## src/rtl/core/odd_pkg.sv

```systemverilog
// Shared types and constants of the debounced orientation detector.
package odd_pkg;

	// Orientation class codes; the quarter turns 0 to 3 use the low two bits.
	localparam logic [2:0] CLS_UP   = 3'd4;
	localparam logic [2:0] CLS_DOWN = 3'd5;
	localparam logic [2:0] CLS_UNK  = 3'd6;

	localparam int TIME_W   = 48;
	localparam int AXIS_W   = 16;
	localparam int COS2_W   = 17;
	localparam int STABLE_W = 24;
	localparam int SQ_W     = 32;
	localparam int PROD_W   = COS2_W + SQ_W;

	// Configuration register indexes.
	typedef enum logic [2:0] {
		REG_NORM_MIN    = 3'd0,
		REG_NORM_MAX    = 3'd1,
		REG_FACE_ENTER  = 3'd2,
		REG_FACE_EXIT   = 3'd3,
		REG_ROT_KEEP    = 3'd4,
		REG_STABLE_TIME = 3'd5
	} reg_index_t;

	typedef struct packed {
		logic [15:0]         norm_min;
		logic [15:0]         norm_max;
		logic [COS2_W-1:0]   face_enter_cos2;
		logic [COS2_W-1:0]   face_exit_cos2;
		logic [COS2_W-1:0]   rotation_keep_cos2;
		logic [STABLE_W-1:0] stable_time_us;
	} cfg_t;

	// One classified item as handed from the front end to the back end.
	typedef struct packed {
		logic              clr;
		logic              unk;
		logic              face_enter;
		logic              face_exit;
		logic              zneg;
		logic [1:0]        quarter;
		logic [3:0]        keep;
		logic [TIME_W-1:0] time_us;
	} qent_t;

	// Front end sequencer states.
	typedef enum logic [2:0] {
		F_IDLE,
		F_SQZ,
		F_NORM,
		F_FACE,
		F_PUSH
	} front_state_t;

endpackage

```

## src/rtl/core/odd_front.sv

```systemverilog
// Front end: squares and threshold products on two shared multipliers, then the tests.
module odd_front (
	input  logic                              clk,
	input  logic                              arst_n,
	input  logic                              in_valid,
	output logic                              in_ready,
	input  logic                              in_clr,
	input  logic signed [odd_pkg::AXIS_W-1:0] in_x,
	input  logic signed [odd_pkg::AXIS_W-1:0] in_y,
	input  logic signed [odd_pkg::AXIS_W-1:0] in_z,
	input  logic                              in_ok,
	input  logic [odd_pkg::TIME_W-1:0]        in_time,
	input  odd_pkg::cfg_t                     cfg,
	output logic                              push_valid,
	input  logic                              push_ready,
	output odd_pkg::qent_t                    push_data
);

	odd_pkg::front_state_t state_q, state_d;

	logic signed [odd_pkg::AXIS_W-1:0] x_q, y_q, z_q;
	logic                              ok_q, clr_q;
	logic [odd_pkg::TIME_W-1:0]        time_q;
	logic [odd_pkg::SQ_W-1:0]          x2_q, y2_q, z2_q, n2_q, nmin2_q, nmax2_q;
	logic [odd_pkg::PROD_W-1:0]        keep_prod_q, enter_prod_q, exit_prod_q;

	logic [odd_pkg::AXIS_W-1:0]  abs_in_x, abs_in_y, abs_z;
	logic [odd_pkg::COS2_W-1:0]  opa_a, opa_b;
	logic [odd_pkg::SQ_W-1:0]    opb_a, opb_b;
	logic [odd_pkg::PROD_W-1:0]  prod_a, prod_b;
	logic                        accept;

	logic signed [odd_pkg::AXIS_W:0] up_a, up_b;
	logic [odd_pkg::PROD_W-1:0]      z2_sh, x2_sh, y2_sh;
	logic                            keep_x, keep_y, x_le0, x_ge0, y_le0, y_ge0;

	function automatic logic [1:0] round_quarter(input logic signed [16:0] a,
			input logic signed [16:0] b);
		logic [1:0] k;
		if (a == 17'sd0 && b == 17'sd0) begin
			k = 2'd2;
		end else if (b > 17'sd0 && -b <= a && a < b) begin
			k = 2'd0;
		end else if (a > 17'sd0 && -a < b && b <= a) begin
			k = 2'd1;
		end else if (b < 17'sd0 && b < a && a <= -b) begin
			k = 2'd2;
		end else begin
			k = 2'd3;
		end
		return k;
	endfunction

	assign abs_in_x = in_x[15] ? (~in_x + 16'd1) : in_x;
	assign abs_in_y = in_y[15] ? (~in_y + 16'd1) : in_y;
	assign abs_z    = z_q[15] ? (~z_q + 16'd1) : z_q;
	assign accept   = in_valid && in_ready;

	assign prod_a = odd_pkg::PROD_W'(opa_a) * odd_pkg::PROD_W'(opb_a);
	assign prod_b = odd_pkg::PROD_W'(opa_b) * odd_pkg::PROD_W'(opb_b);

	always_comb begin
		state_d    = state_q;
		in_ready   = 1'b0;
		push_valid = 1'b0;
		opa_a      = {1'b0, abs_in_x};
		opb_a      = 32'(abs_in_x);
		opa_b      = {1'b0, abs_in_y};
		opb_b      = 32'(abs_in_y);
		case (state_q)
			odd_pkg::F_IDLE: begin
				in_ready = 1'b1;
				if (in_valid) begin
					state_d = odd_pkg::F_SQZ;
				end
			end
			odd_pkg::F_SQZ: begin
				opa_a   = {1'b0, abs_z};
				opb_a   = 32'(abs_z);
				opa_b   = cfg.rotation_keep_cos2;
				opb_b   = x2_q + y2_q;
				state_d = odd_pkg::F_NORM;
			end
			odd_pkg::F_NORM: begin
				opa_a   = {1'b0, cfg.norm_min};
				opb_a   = 32'(cfg.norm_min);
				opa_b   = {1'b0, cfg.norm_max};
				opb_b   = 32'(cfg.norm_max);
				state_d = odd_pkg::F_FACE;
			end
			odd_pkg::F_FACE: begin
				opa_a   = cfg.face_enter_cos2;
				opb_a   = n2_q;
				opa_b   = cfg.face_exit_cos2;
				opb_b   = n2_q;
				state_d = odd_pkg::F_PUSH;
			end
			odd_pkg::F_PUSH: begin
				push_valid = 1'b1;
				if (push_ready) begin
					in_ready = 1'b1;
					state_d  = in_valid ? odd_pkg::F_SQZ : odd_pkg::F_IDLE;
				end
			end
			default: state_d = odd_pkg::F_IDLE;
		endcase
	end

	always_ff @(posedge clk or negedge arst_n) begin
		if (!arst_n) begin
			state_q <= odd_pkg::F_IDLE;
		end else begin
			state_q <= state_d;
		end
	end

	always_ff @(posedge clk) begin
		if (accept) begin
			x_q    <= in_x;
			y_q    <= in_y;
			z_q    <= in_z;
			ok_q   <= in_ok;
			clr_q  <= in_clr;
			time_q <= in_time;
			x2_q   <= prod_a[odd_pkg::SQ_W-1:0];
			y2_q   <= prod_b[odd_pkg::SQ_W-1:0];
		end
		case (state_q)
			odd_pkg::F_SQZ: begin
				z2_q        <= prod_a[odd_pkg::SQ_W-1:0];
				keep_prod_q <= prod_b;
			end
			odd_pkg::F_NORM: begin
				nmin2_q <= prod_a[odd_pkg::SQ_W-1:0];
				nmax2_q <= prod_b[odd_pkg::SQ_W-1:0];
				n2_q    <= x2_q + y2_q + z2_q;
			end
			odd_pkg::F_FACE: begin
				enter_prod_q <= prod_a;
				exit_prod_q  <= prod_b;
			end
			default: ;
		endcase
	end

	// The up direction is the negated x, y pair.
	assign up_a = -{x_q[15], x_q};
	assign up_b = -{y_q[15], y_q};

	assign z2_sh = {1'b0, z2_q, 16'h0000};
	assign x2_sh = {1'b0, x2_q, 16'h0000};
	assign y2_sh = {1'b0, y2_q, 16'h0000};

	assign keep_x = x2_sh >= keep_prod_q;
	assign keep_y = y2_sh >= keep_prod_q;
	assign x_le0  = x_q[15] || (x_q == 16'sd0);
	assign x_ge0  = !x_q[15];
	assign y_le0  = y_q[15] || (y_q == 16'sd0);
	assign y_ge0  = !y_q[15];

	always_comb begin
		push_data.clr        = clr_q;
		push_data.unk        = !ok_q || (n2_q < nmin2_q) || (n2_q > nmax2_q);
		push_data.face_enter = z2_sh > enter_prod_q;
		push_data.face_exit  = z2_sh > exit_prod_q;
		push_data.zneg       = z_q[15];
		push_data.quarter    = round_quarter(up_a, up_b);
		push_data.keep[0]    = y_le0 && keep_y;
		push_data.keep[1]    = x_le0 && keep_x;
		push_data.keep[2]    = y_ge0 && keep_y;
		push_data.keep[3]    = x_ge0 && keep_x;
		push_data.time_us    = time_q;
	end

endmodule

```

## src/rtl/core/odd_queue.sv

```systemverilog
// Short first-in first-out queue between the front end and the back end.
module odd_queue #(
	parameter int DEPTH = 2
) (
	input  logic           clk,
	input  logic           arst_n,
	input  logic           in_valid,
	output logic           in_ready,
	input  odd_pkg::qent_t in_data,
	output logic           out_valid,
	input  logic           out_ready,
	output odd_pkg::qent_t out_data
);

	localparam int PTR_W = (DEPTH > 1) ? $clog2(DEPTH) : 1;
	localparam int CNT_W = $clog2(DEPTH + 1);

	odd_pkg::qent_t mem [DEPTH];

	logic [PTR_W-1:0] wr_ptr_q, rd_ptr_q;
	logic [CNT_W-1:0] count_q;
	logic             do_push, do_pop;

	assign in_ready  = count_q != CNT_W'(DEPTH);
	assign out_valid = count_q != '0;
	assign do_push   = in_valid && in_ready;
	assign do_pop    = out_valid && out_ready;
	assign out_data  = mem[rd_ptr_q];

	always_ff @(posedge clk) begin
		if (do_push) begin
			mem[wr_ptr_q] <= in_data;
		end
	end

	always_ff @(posedge clk or negedge arst_n) begin
		if (!arst_n) begin
			wr_ptr_q <= '0;
			rd_ptr_q <= '0;
			count_q  <= '0;
		end else begin
			if (do_push) begin
				wr_ptr_q <= (wr_ptr_q == PTR_W'(DEPTH - 1)) ? '0 : wr_ptr_q + 1'b1;
			end
			if (do_pop) begin
				rd_ptr_q <= (rd_ptr_q == PTR_W'(DEPTH - 1)) ? '0 : rd_ptr_q + 1'b1;
			end
			if (do_push && !do_pop) begin
				count_q <= count_q + 1'b1;
			end else if (do_pop && !do_push) begin
				count_q <= count_q - 1'b1;
			end
		end
	end

endmodule

```

## src/rtl/core/odd_back.sv

```systemverilog
// Back end: hysteresis selection, debounce timing and the result register.
module odd_back (
	input  logic                         clk,
	input  logic                         arst_n,
	input  logic                         pop_valid,
	output logic                         pop_ready,
	input  odd_pkg::qent_t               pop_data,
	input  logic [odd_pkg::STABLE_W-1:0] stable_time_us,
	output logic                         out_valid,
	input  logic                         out_ready,
	output logic [2:0]                   orientation,
	output logic                         changed
);

	logic [2:0]                 rep_q, cand_q, out_cls_q;
	logic [odd_pkg::TIME_W-1:0] start_q;
	logic                       out_valid_q, out_chg_q;

	logic                       pop, face_pass, new_cand, elapsed_ok, promote;
	logic [2:0]                 next_cls;
	logic [odd_pkg::TIME_W-1:0] diff;

	assign pop_ready = !out_valid_q || out_ready;
	assign pop       = pop_valid && pop_ready;

	always_comb begin
		face_pass = (rep_q == odd_pkg::CLS_UP || rep_q == odd_pkg::CLS_DOWN)
			? pop_data.face_exit : pop_data.face_enter;
		if (pop_data.unk) begin
			next_cls = odd_pkg::CLS_UNK;
		end else if (face_pass) begin
			next_cls = pop_data.zneg ? odd_pkg::CLS_UP : odd_pkg::CLS_DOWN;
		end else if (!rep_q[2] && pop_data.keep[rep_q[1:0]]) begin
			next_cls = rep_q;
		end else begin
			next_cls = {1'b0, pop_data.quarter};
		end
		diff       = pop_data.time_us - start_q;
		new_cand   = next_cls != cand_q;
		// A fresh candidate has zero elapsed time.
		elapsed_ok = new_cand ? (stable_time_us == '0)
			: (diff >= odd_pkg::TIME_W'(stable_time_us));
		promote    = (next_cls != odd_pkg::CLS_UNK) && (next_cls != rep_q) && elapsed_ok;
	end

	always_ff @(posedge clk or negedge arst_n) begin
		if (!arst_n) begin
			rep_q       <= odd_pkg::CLS_UNK;
			cand_q      <= odd_pkg::CLS_UNK;
			start_q     <= '0;
			out_valid_q <= 1'b0;
		end else begin
			if (pop) begin
				out_valid_q <= 1'b1;
				if (pop_data.clr) begin
					rep_q  <= odd_pkg::CLS_UNK;
					cand_q <= odd_pkg::CLS_UNK;
				end else begin
					cand_q <= next_cls;
					if (new_cand) begin
						start_q <= pop_data.time_us;
					end
					if (promote) begin
						rep_q <= next_cls;
					end
				end
			end else if (out_ready) begin
				out_valid_q <= 1'b0;
			end
		end
	end

	always_ff @(posedge clk) begin
		if (pop) begin
			if (pop_data.clr) begin
				out_cls_q <= odd_pkg::CLS_UNK;
				out_chg_q <= 1'b0;
			end else begin
				out_cls_q <= promote ? next_cls : rep_q;
				out_chg_q <= promote;
			end
		end
	end

	assign out_valid   = out_valid_q;
	assign orientation = out_cls_q;
	assign changed     = out_chg_q;

endmodule

```

## src/rtl/core/orientation_detector_debounced_top.sv

```systemverilog
// Top level of the debounced orientation detector: ports, configuration and the two halves.
//
//  channel   direction  handshake         payload
//  s_*       in         s_tvalid/tready   tdata: accel_x, accel_y, accel_z, read_ok, time_us
//                                         tuser: op
//  m_*       out        m_tvalid/tready   tdata: orientation, changed
//  cfg_*     in         cfg_we            cfg_index, cfg_data
//
// The front end takes a new item only once it has handed the last one on: the two shared
// 17 x 32 bit multipliers are used in four steps (x and y squares at accept, z square and
// rotation product, magnitude limits, face products); a last step hands the item to the
// queue and is at the same time the accept step of the next item. The back end retires one
// item per cycle into its output register while that register is empty or being read.
// Reset clears the reported and candidate class to unknown and the candidate start time to
// zero. A stalled output fills the queue first; only then does the front end stop accepting
// items.
module orientation_detector_debounced_top #(
	parameter int QUEUE_DEPTH = 2
) (
	input  logic         clk,
	input  logic         arst_n,
	input  logic         s_tvalid,
	output logic         s_tready,
	// Fields from bit 0: accel_x[15:0], accel_y[31:16], accel_z[47:32], read_ok[48],
	// time_us[96:49], then zero fill.
	input  logic [103:0] s_tdata,
	// Fields from bit 0: op.
	input  logic         s_tuser,
	output logic         m_tvalid,
	input  logic         m_tready,
	// Fields from bit 0: orientation[2:0], changed[3], then zero fill.
	output logic [7:0]   m_tdata,
	input  logic         cfg_we,
	input  logic [2:0]   cfg_index,
	input  logic [23:0]  cfg_data
);

	odd_pkg::cfg_t  cfg_q;
	odd_pkg::qent_t push_data, pop_data;
	logic           push_valid, push_ready, pop_valid, pop_ready;
	logic [2:0]     orientation;
	logic           changed;

	// Configuration registers; the user must write them only while the block is idle, the block does not enforce it.
	always_ff @(posedge clk or negedge arst_n) begin
		if (!arst_n) begin
			cfg_q.norm_min           <= 16'd2048;
			cfg_q.norm_max           <= 16'd6144;
			cfg_q.face_enter_cos2    <= 17'd43974;
			cfg_q.face_exit_cos2     <= 17'd32768;
			cfg_q.rotation_keep_cos2 <= 17'd16384;
			cfg_q.stable_time_us     <= 24'd300000;
		end else if (cfg_we) begin
			case (cfg_index)
				odd_pkg::REG_NORM_MIN:    cfg_q.norm_min           <= cfg_data[15:0];
				odd_pkg::REG_NORM_MAX:    cfg_q.norm_max           <= cfg_data[15:0];
				odd_pkg::REG_FACE_ENTER:  cfg_q.face_enter_cos2    <= cfg_data[16:0];
				odd_pkg::REG_FACE_EXIT:   cfg_q.face_exit_cos2     <= cfg_data[16:0];
				odd_pkg::REG_ROT_KEEP:    cfg_q.rotation_keep_cos2 <= cfg_data[16:0];
				odd_pkg::REG_STABLE_TIME: cfg_q.stable_time_us     <= cfg_data;
				default: ;
			endcase
		end
	end

	// The front end computes every test that does not depend on the reported class.
	odd_front u_front (
		.clk        (clk),
		.arst_n     (arst_n),
		.in_valid   (s_tvalid),
		.in_ready   (s_tready),
		.in_clr     (s_tuser),
		.in_x       (s_tdata[15:0]),
		.in_y       (s_tdata[31:16]),
		.in_z       (s_tdata[47:32]),
		.in_ok      (s_tdata[48]),
		.in_time    (s_tdata[96:49]),
		.cfg        (cfg_q),
		.push_valid (push_valid),
		.push_ready (push_ready),
		.push_data  (push_data)
	);

	odd_queue #(
		.DEPTH (QUEUE_DEPTH)
	) u_queue (
		.clk       (clk),
		.arst_n    (arst_n),
		.in_valid  (push_valid),
		.in_ready  (push_ready),
		.in_data   (push_data),
		.out_valid (pop_valid),
		.out_ready (pop_ready),
		.out_data  (pop_data)
	);

	// The back end owns the reported class, the candidate and its start time.
	odd_back u_back (
		.clk            (clk),
		.arst_n         (arst_n),
		.pop_valid      (pop_valid),
		.pop_ready      (pop_ready),
		.pop_data       (pop_data),
		.stable_time_us (cfg_q.stable_time_us),
		.out_valid      (m_tvalid),
		.out_ready      (m_tready),
		.orientation    (orientation),
		.changed        (changed)
	);

	assign m_tdata = {4'b0000, changed, orientation};

endmodule

```

## config.mk

```make
export PLATFORM = sky130hd
export DESIGN_NAME = orientation_detector_debounced_top
export DESIGN_NICKNAME = d
export VERILOG_FILES = /design/src/rtl/core/odd_pkg.sv /design/src/rtl/core/odd_front.sv /design/src/rtl/core/odd_queue.sv /design/src/rtl/core/odd_back.sv /design/src/rtl/core/orientation_detector_debounced_top.sv
export SDC_FILE = /design/constraint.sdc
export NUM_CORES = 2
export LEC_CHECK = 0
export BUFFER_PORTS_ARGS = -buffer_cell sky130_fd_sc_hd__buf_2
export CAP_MARGIN = 20
export CORE_UTILIZATION = 55
export DETAILED_ROUTE_END_ITERATION = 12
export GPL_TIMING_DRIVEN = 0
export PLACE_DENSITY_LB_ADDON = 0.15
export SYNTH_ARGS = -nofsm -noshare
export SYNTH_HDL_FRONTEND = slang
export SYNTH_SLANG_ARGS = --single-unit
```

## constraint.sdc

```tcl
create_clock -name clk -period 11.2 [get_ports clk]
set_clock_uncertainty 0.1 [all_clocks]
set_input_delay 0 -clock clk [delete_from_list [all_inputs] [get_ports clk]]
set_output_delay 0 -clock clk [all_outputs]
set_load 0.03 [all_outputs]
```

# ---- Word level (Yosys, flattened, before mapping)
# Memories as Yosys holds them, arrays and structs flattened.
# Index checks and enable logic that the tools add are counted.
dict set report op_classes {
  addsub 14
  mul 2
  magnitude_cmp 17
  eq_ne 17
  mux 37
  bitwise 4
  reduce_logical 50
}
# operator count
set op_table {}
lappend op_table {{32-bit case mux with 3 select lines} 2}
lappend op_table {{17-bit case mux with 3 select lines} 2}
lappend op_table {{48-bit by 49-bit greater-or-equal comparator with 1-bit output} 2}
lappend op_table {{48-bit by 49-bit greater-than comparator with 1-bit output} 2}
lappend op_table {{17-bit by 32-bit multiplier with 49-bit output} 2}
lappend op_table {{17-bit negator} 4}
lappend op_table {{32-bit adder} 2}
lappend op_table {{17-bit <= comparator} 3}
lappend op_table {{17-bit < comparator} 3}
lappend op_table {{16-bit by 1-bit adder with 16-bit output, second input constant} 3}
lappend op_table {{48-bit by 24-bit greater-or-equal comparator with 1-bit output} 1}
lappend op_table {{16-bit two-way mux} 3}
lappend op_table {{16-bit inverter} 3}
lappend op_table {{48-bit subtractor} 1}
lappend op_table {{17-bit by 1-bit greater-than comparator with 1-bit output, second input constant} 2}
lappend op_table {{17-bit logical NOT} 2}
lappend op_table {{32-bit greater-than comparator} 1}
lappend op_table {{16-bit logical NOT} 2}
lappend op_table {{32-bit < comparator} 1}
lappend op_table {{24-bit logical NOT} 1}
lappend op_table {{3-bit two-way mux} 8}
lappend op_table {{1-bit logical AND} 19}
lappend op_table {{17-bit by 1-bit < comparator with 1-bit output, second input constant} 1}
lappend op_table {{3-bit equality test, second input constant} 5}
lappend op_table {{22 further kinds} 66}
dict set report totals {
  register_bits 610
  mem_bits_rw 118
  out_inout_bits 10
  wordCells 173
  memories 1
}
# memory words width read_ports rd_clocked_by_memory_dff wr line
set memory_table {}
lappend memory_table {u_queue.mem 2 59 1 0 1 odd_queue.sv:18} ;# odd_pkg::qent_t mem [DEPTH];

# ---- Depth between registers and ports, before layout
# An unclocked memory read counts as a cell.
dict set report logic_depth {
  depth_word 12
  mapped_depth 38
  ltp_nobuf 38
}

# ---- Modules after synthesis
# A second synthesis with hierarchy kept.
dict set report hier_totals {
  cells_unflattened 7792
  hier_area_um2 76478.3
}
# module instances cells_per_inst area_per_inst_um2 seq_area_each_um2
set by_module_without_submodules {}
lappend by_module_without_submodules {odd_front 1 6489 60956.0 13197.7}
lappend by_module_without_submodules {odd_back 1 864 6612.6 1501.4}
lappend by_module_without_submodules {odd_queue 1 202 4754.6 3643.5}
lappend by_module_without_submodules {orientation_detector_debounced_top 1 237 4155.2 2705.1}

# ---- Worst setup path before layout
# Ideal clock, no wire load.
dict set report synth_timing {
  kind {register to register}
  start {register u_front.state_q[1]}
  end {register u_front.exit_prod_q[47] (netlist bit) (data pin)}
  setup_ps 273
  arrival_time_ps 11883
  t_required_ps 10827
  setup_slack_ps -1056
  path_stages_with_launch 32
  n_path_buf 2
  period_less_slack_ps 12256
  path_cell_list {dfrtp_1 > clkbuf_1 > nand2b_1 > nor2_1 > a21oi_1 > a31oi_1 > clkbuf_1 > nand2_1 > fa_1 > fa_1 > inv_1 > fa_1 > inv_1 > fa_1 > inv_1 > fa_1 > inv_1 > fa_1 > inv_1 > ha_1 > a21oi_1 > o21bai_1 > a21oi_1 > o21ai_0 > a221o_1 > a31oi_1 > nor3_1 > nor4_1 > nor4_1 > nor3_1 > o31ai_1 > xor2_1}
}
dict set report synth_via {
  elab_chain_cells 3
  elab_cells_between_ends 6
  classes_between {mul: 1; eq/ne: 3; mux: 2}
}
# item line
set synth_rtl {}
lappend synth_rtl {{from (decl)} odd_front.sv:19} ;# odd_pkg::front_state_t state_q, state_d;
lappend synth_rtl {{from (signal assigned)} odd_front.sv:111} ;# state_q <= odd_pkg::F_IDLE;
lappend synth_rtl {{from (signal assigned)} odd_front.sv:113} ;# state_q <= state_d;
lappend synth_rtl {{3-bit by 2-bit equality test with 1-bit output / 3-bit by 1-bit equality test with 1-bit output (equally long branches)} odd_front.sv:70} ;# case (state_q)
lappend synth_rtl {{17-bit case mux with 3 select lines / 32-bit case mux with 3 select lines (equally long branches)} odd_front.sv:70}
lappend synth_rtl {{17-bit by 32-bit multiplier with 49-bit output *} odd_front.sv:60} ;# assign prod_b = odd_pkg::PROD_W'(opa_b) * odd_pkg::PROD_W'(opb_b);
lappend synth_rtl {{named net u_front.prod_b, one bit} odd_front.sv:30} ;# logic [odd_pkg::PROD_W-1:0] prod_a, prod_b;
lappend synth_rtl {{to (signal assigned)} odd_front.sv:140} ;# exit_prod_q <= prod_b;
lappend synth_rtl {{to (decl)} odd_front.sv:25} ;# logic [odd_pkg::PROD_W-1:0] keep_prod_q, enter_prod_q, exit_prod_q;
# The timed path passes the listed nets; every way through them passes the cells marked *.
# A chain may end at the register's enable or synchronous reset.

# ---- Worst setup path in the final report
dict set report layout_timing {
  start {register u_front.x2_q[0] (netlist bit)}
  end {register u_front.keep_prod_q[48] (netlist bit) (data pin)}
}
dict set report layout_via {
  elab_chain_cells 3
}
# item line
set layout_rtl {}
lappend layout_rtl {{from (decl)} odd_front.sv:24} ;# logic [odd_pkg::SQ_W-1:0] x2_q, y2_q, z2_q, n2_q, nmin2_q, nmax2_q;
lappend layout_rtl {{from (signal assigned)} odd_front.sv:125} ;# x2_q <= prod_a[odd_pkg::SQ_W-1:0];
lappend layout_rtl {{32-bit adder} odd_front.sv:81} ;# opb_b = x2_q + y2_q;
lappend layout_rtl {{32-bit case mux with 3 select lines} odd_front.sv:70}
lappend layout_rtl {{17-bit by 32-bit multiplier with 49-bit output} odd_front.sv:60}
lappend layout_rtl {{named net u_front.prod_b, one bit} odd_front.sv:30}
lappend layout_rtl {{to (signal assigned)} odd_front.sv:131} ;# keep_prod_q <= prod_b;
lappend layout_rtl {{to (decl)} odd_front.sv:25}
# The timed path passes the listed nets, and every way through them passes these cells.

==> flow_metrics.tcl <==
set metrics [dict create \
    die_area_sq_mm 0.136 \
    r2r_end "u_front.keep_prod_q[48]$_DFFE_PP_" \
    cts_max_level 3 \
    hp-class "input pin to flip-flop" \
    cts_tree "yes" \
    drc_errors 0 \
    clockBufferDepth 3 \
    placeableCoreArea_sq_mm 0.133 \
    worstPathArrival_ns 11.29 \
    ys.flop_type "edfxtp_1" \
    drive_gt1_frac 0.0724 \
    finalNetCount 9703 \
    syn_inst 7536 \
    final_common_cell "inv_1" \
    final_util 0.620 \
    num_vias 57934 \
    drt-initial-drc-count 5754 \
    crit_path_start "u_front.x2_q[0]$_DFFE_PP_" \
    max_freq_mhz 91.3 \
    grt_pass1_wl_um 366000 \
    finalWeightedCongestion 0.992 \
    n_fill_cell 11215 \
    area_growth_pct 12.0 \
    synth_edf_count 559 \
    status "finished clean" \
    root_buffer "clkbuf_16" \
    synth_seq_cells 728 \
    grt_max_degree 107 \
    die_x_um 369 \
    antenna_found_initial 17 \
    r2r_slack_ns 0.24 \
    cap_violations 0 \
    numPortBuffers 134 \
    reg2regPathDepth 38 \
    required_ns 11.53 \
    slew_viol_final 0 \
    drt_pass1_iterations 9 \
    start_util 0.554 \
    fin_crit_sh 0.978 \
    synth_cell_types 86 \
    layout_common_cells "inv_1, nand2_1, fa_1, ha_1, edfxtp_1" \
    yosysSeqAreaShare 0.285 \
    dp_hpwl_um 195000 \
    grt_overflow_total 0 \
    ioPinCount 147 \
    postCtsSetupRepairBufs 0 \
    drt_wl_total_um 243000 \
    synth_area_sq_mm 0.0739 \
    hold_violations 0 \
    worst_pin_slew_ns 1.21 \
    cpMostUsedCell "fa_1" \
    syn_area_per_cell_sq_um 9.81 \
    ant_nets 0 \
    grt_usage 0.364 \
    cts_made_buffers 81 \
    die_h_um 369 \
    start_kind "flip-flop" \
    async_flop_share 0.232 \
    period_needed_ns 10.96 \
    yosysWarnings 0 \
    viasPerCell 5.87 \
    clkTransAtPathRegs_ns 0.06 \
    cp-endpoint "u_front.keep_prod_q[48]$_DFFE_PP_" \
    reg2reg_from "u_front.x2_q[0]$_DFFE_PP_" \
    slew_headroom 0.182 \
    wl_per_cell_um 24.6 \
    clk_latency_ns 0.71 \
    path_class "flip-flop to flip-flop" \
    max_stage_delay_ns 0.62 \
    critPathMaxFanout 10 \
    rows 134 \
    cp-end-kind "flip-flop" \
    setup_violations 0 \
    slowest_stage "fa_1" \
    cts.sinks 728 \
    holdWs_ns 0.0564 \
    grt_pass1_vias 58740 \
]
[stage by stage]
step	TNS, ns	worst slack (ns)	instances	area, sq um
CTS	0	0.0292	9864	82600
finish	0	0.244	9873	82800
global route	-0.0645	-0.0588	9867	82800
floorplan	0	0.298	7539	74000
detailed placement	-17.22	-0.716	9484	77400
global placement	-532.44	-4.53	9441	76800
[cell type report]
| class | count | area [sq um] | area share |
|---|---|---|---|
| Antenna cell | 6 | 15.0 | 0.000181 |
| Buffer | 260 | 1060 | 0.0128 |
| Clock buffer | 95 | 2100 | 0.0254 |
| Clock inverter | 54 | 734 | 0.00887 |
| Inverter | 1296 | 4860 | 0.0587 |
| Multi-Input combinational cell | 5251 | 47100 | 0.569 |
| Sequential cell | 728 | 21000 | 0.254 |
| Tap cell | 1768 | 2210 | 0.0267 |
| Timing Repair Buffer | 415 | 3640 | 0.0439 |
[worst max-delay path, delay by kind of cell (launching register included)]
kind            cells  cell delay, ns
compound gates     17            4.46
fa+ha+maj           9            3.85
buf+inv             6            0.79
simple gates        4            0.62
flops               1            0.46
xor+xnor            2            0.42
[worst min path at each step]
stage / start / endpoint / slack, ns / cells after the start
final: s_tdata[3] / u_front.x_q[3]$_DFFE_PP_ / 0.06 / 2
after global routing: s_tdata[20] / u_front.y_q[4]$_DFFE_PP_ / 0.03 / 2
after CTS: s_tdata[3] / u_front.x_q[3]$_DFFE_PP_ / 0.00004 / 2
after detailed placement: arst_n / u_back.start_q[29]$_DFFE_PN0P_ / -0.11 / 1
after global placement: s_tdata[81] / u_front.time_q[32]$_DFFE_PP_ / 0.08 / 1
after floorplan: arst_n / cfg_q[0]$_DFFE_PN0P_ / -0.40 / 0
[what timing repair did]
action,4_1_cts,5_1_grt
endpoints found under the hold margin,388,0
gates resized for setup,9,58
hold buffers,231,0
setup endpoints to repair,60,62
[kinds of logic after synthesis]
kind of cell,count (synthesis),share of synthesized area
mux,206,0.0309
compound gates,1066,0.0905
buf+inv,1560,0.0798
fa+ha+maj,1533,0.351
other cells,1,0.0000507
flops,728,0.285
simple gates,2188,0.133
xor+xnor,254,0.0301
[registers in the layout, summed over array words and instances (netlist names), 2 cells and up]
signal,count
u_back.start_q,48
u_front.enter_prod_q,49
u_back.rep_q,3
u_front.y2_q,32
u_front.nmax2_q,32
u_queue.mem,118
u_front.time_q,48
u_front.state_q,3
u_back.cand_q,3
u_front.keep_prod_q,49
u_front.x_q,16
u_queue.count_q,2
u_front.n2_q,32
u_front.nmin2_q,32
u_front.z_q,16
cfg_q,107
u_front.x2_q,32
u_front.exit_prod_q,49
u_front.z2_q,32
u_front.y_q,16
u_back.orientation,3
[synthesized netlist by cell type, drive strengths merged (77+ instances only)]
cell type  number  area, sq um
ha            632         7910
o21ai         220         1100
dfrtp         143         3580
nor2b          90          563
mux2          158         1780
a21oi         373         1870
xnor2         165         1450
nand2b         83          519
fa            901        18000
nand4          77          482
clkbuf        236          887
and2           90          563
inv          1295         4860
nor3          103          515
nand2         954         3580
a21o          152         1140
nor2          555         2080
xor2           89          780
edfxtp        559        16800
[layer usage]
layer / vias to the layer above / global-route usage / share of wire
met5: - / 0.00499 / 0.00064
met4: 12 / 0.150 / 0.047
met1: 28982 / 0.490 / 0.40
met3: 568 / 0.0716 / 0.097
met2: 2792 / 0.575 / 0.46
li1: 25580 / - / -
Power is left out: the tool's default activity adds up to more than one toggle a clock period on the data nets, which glitch-free logic cannot reach.
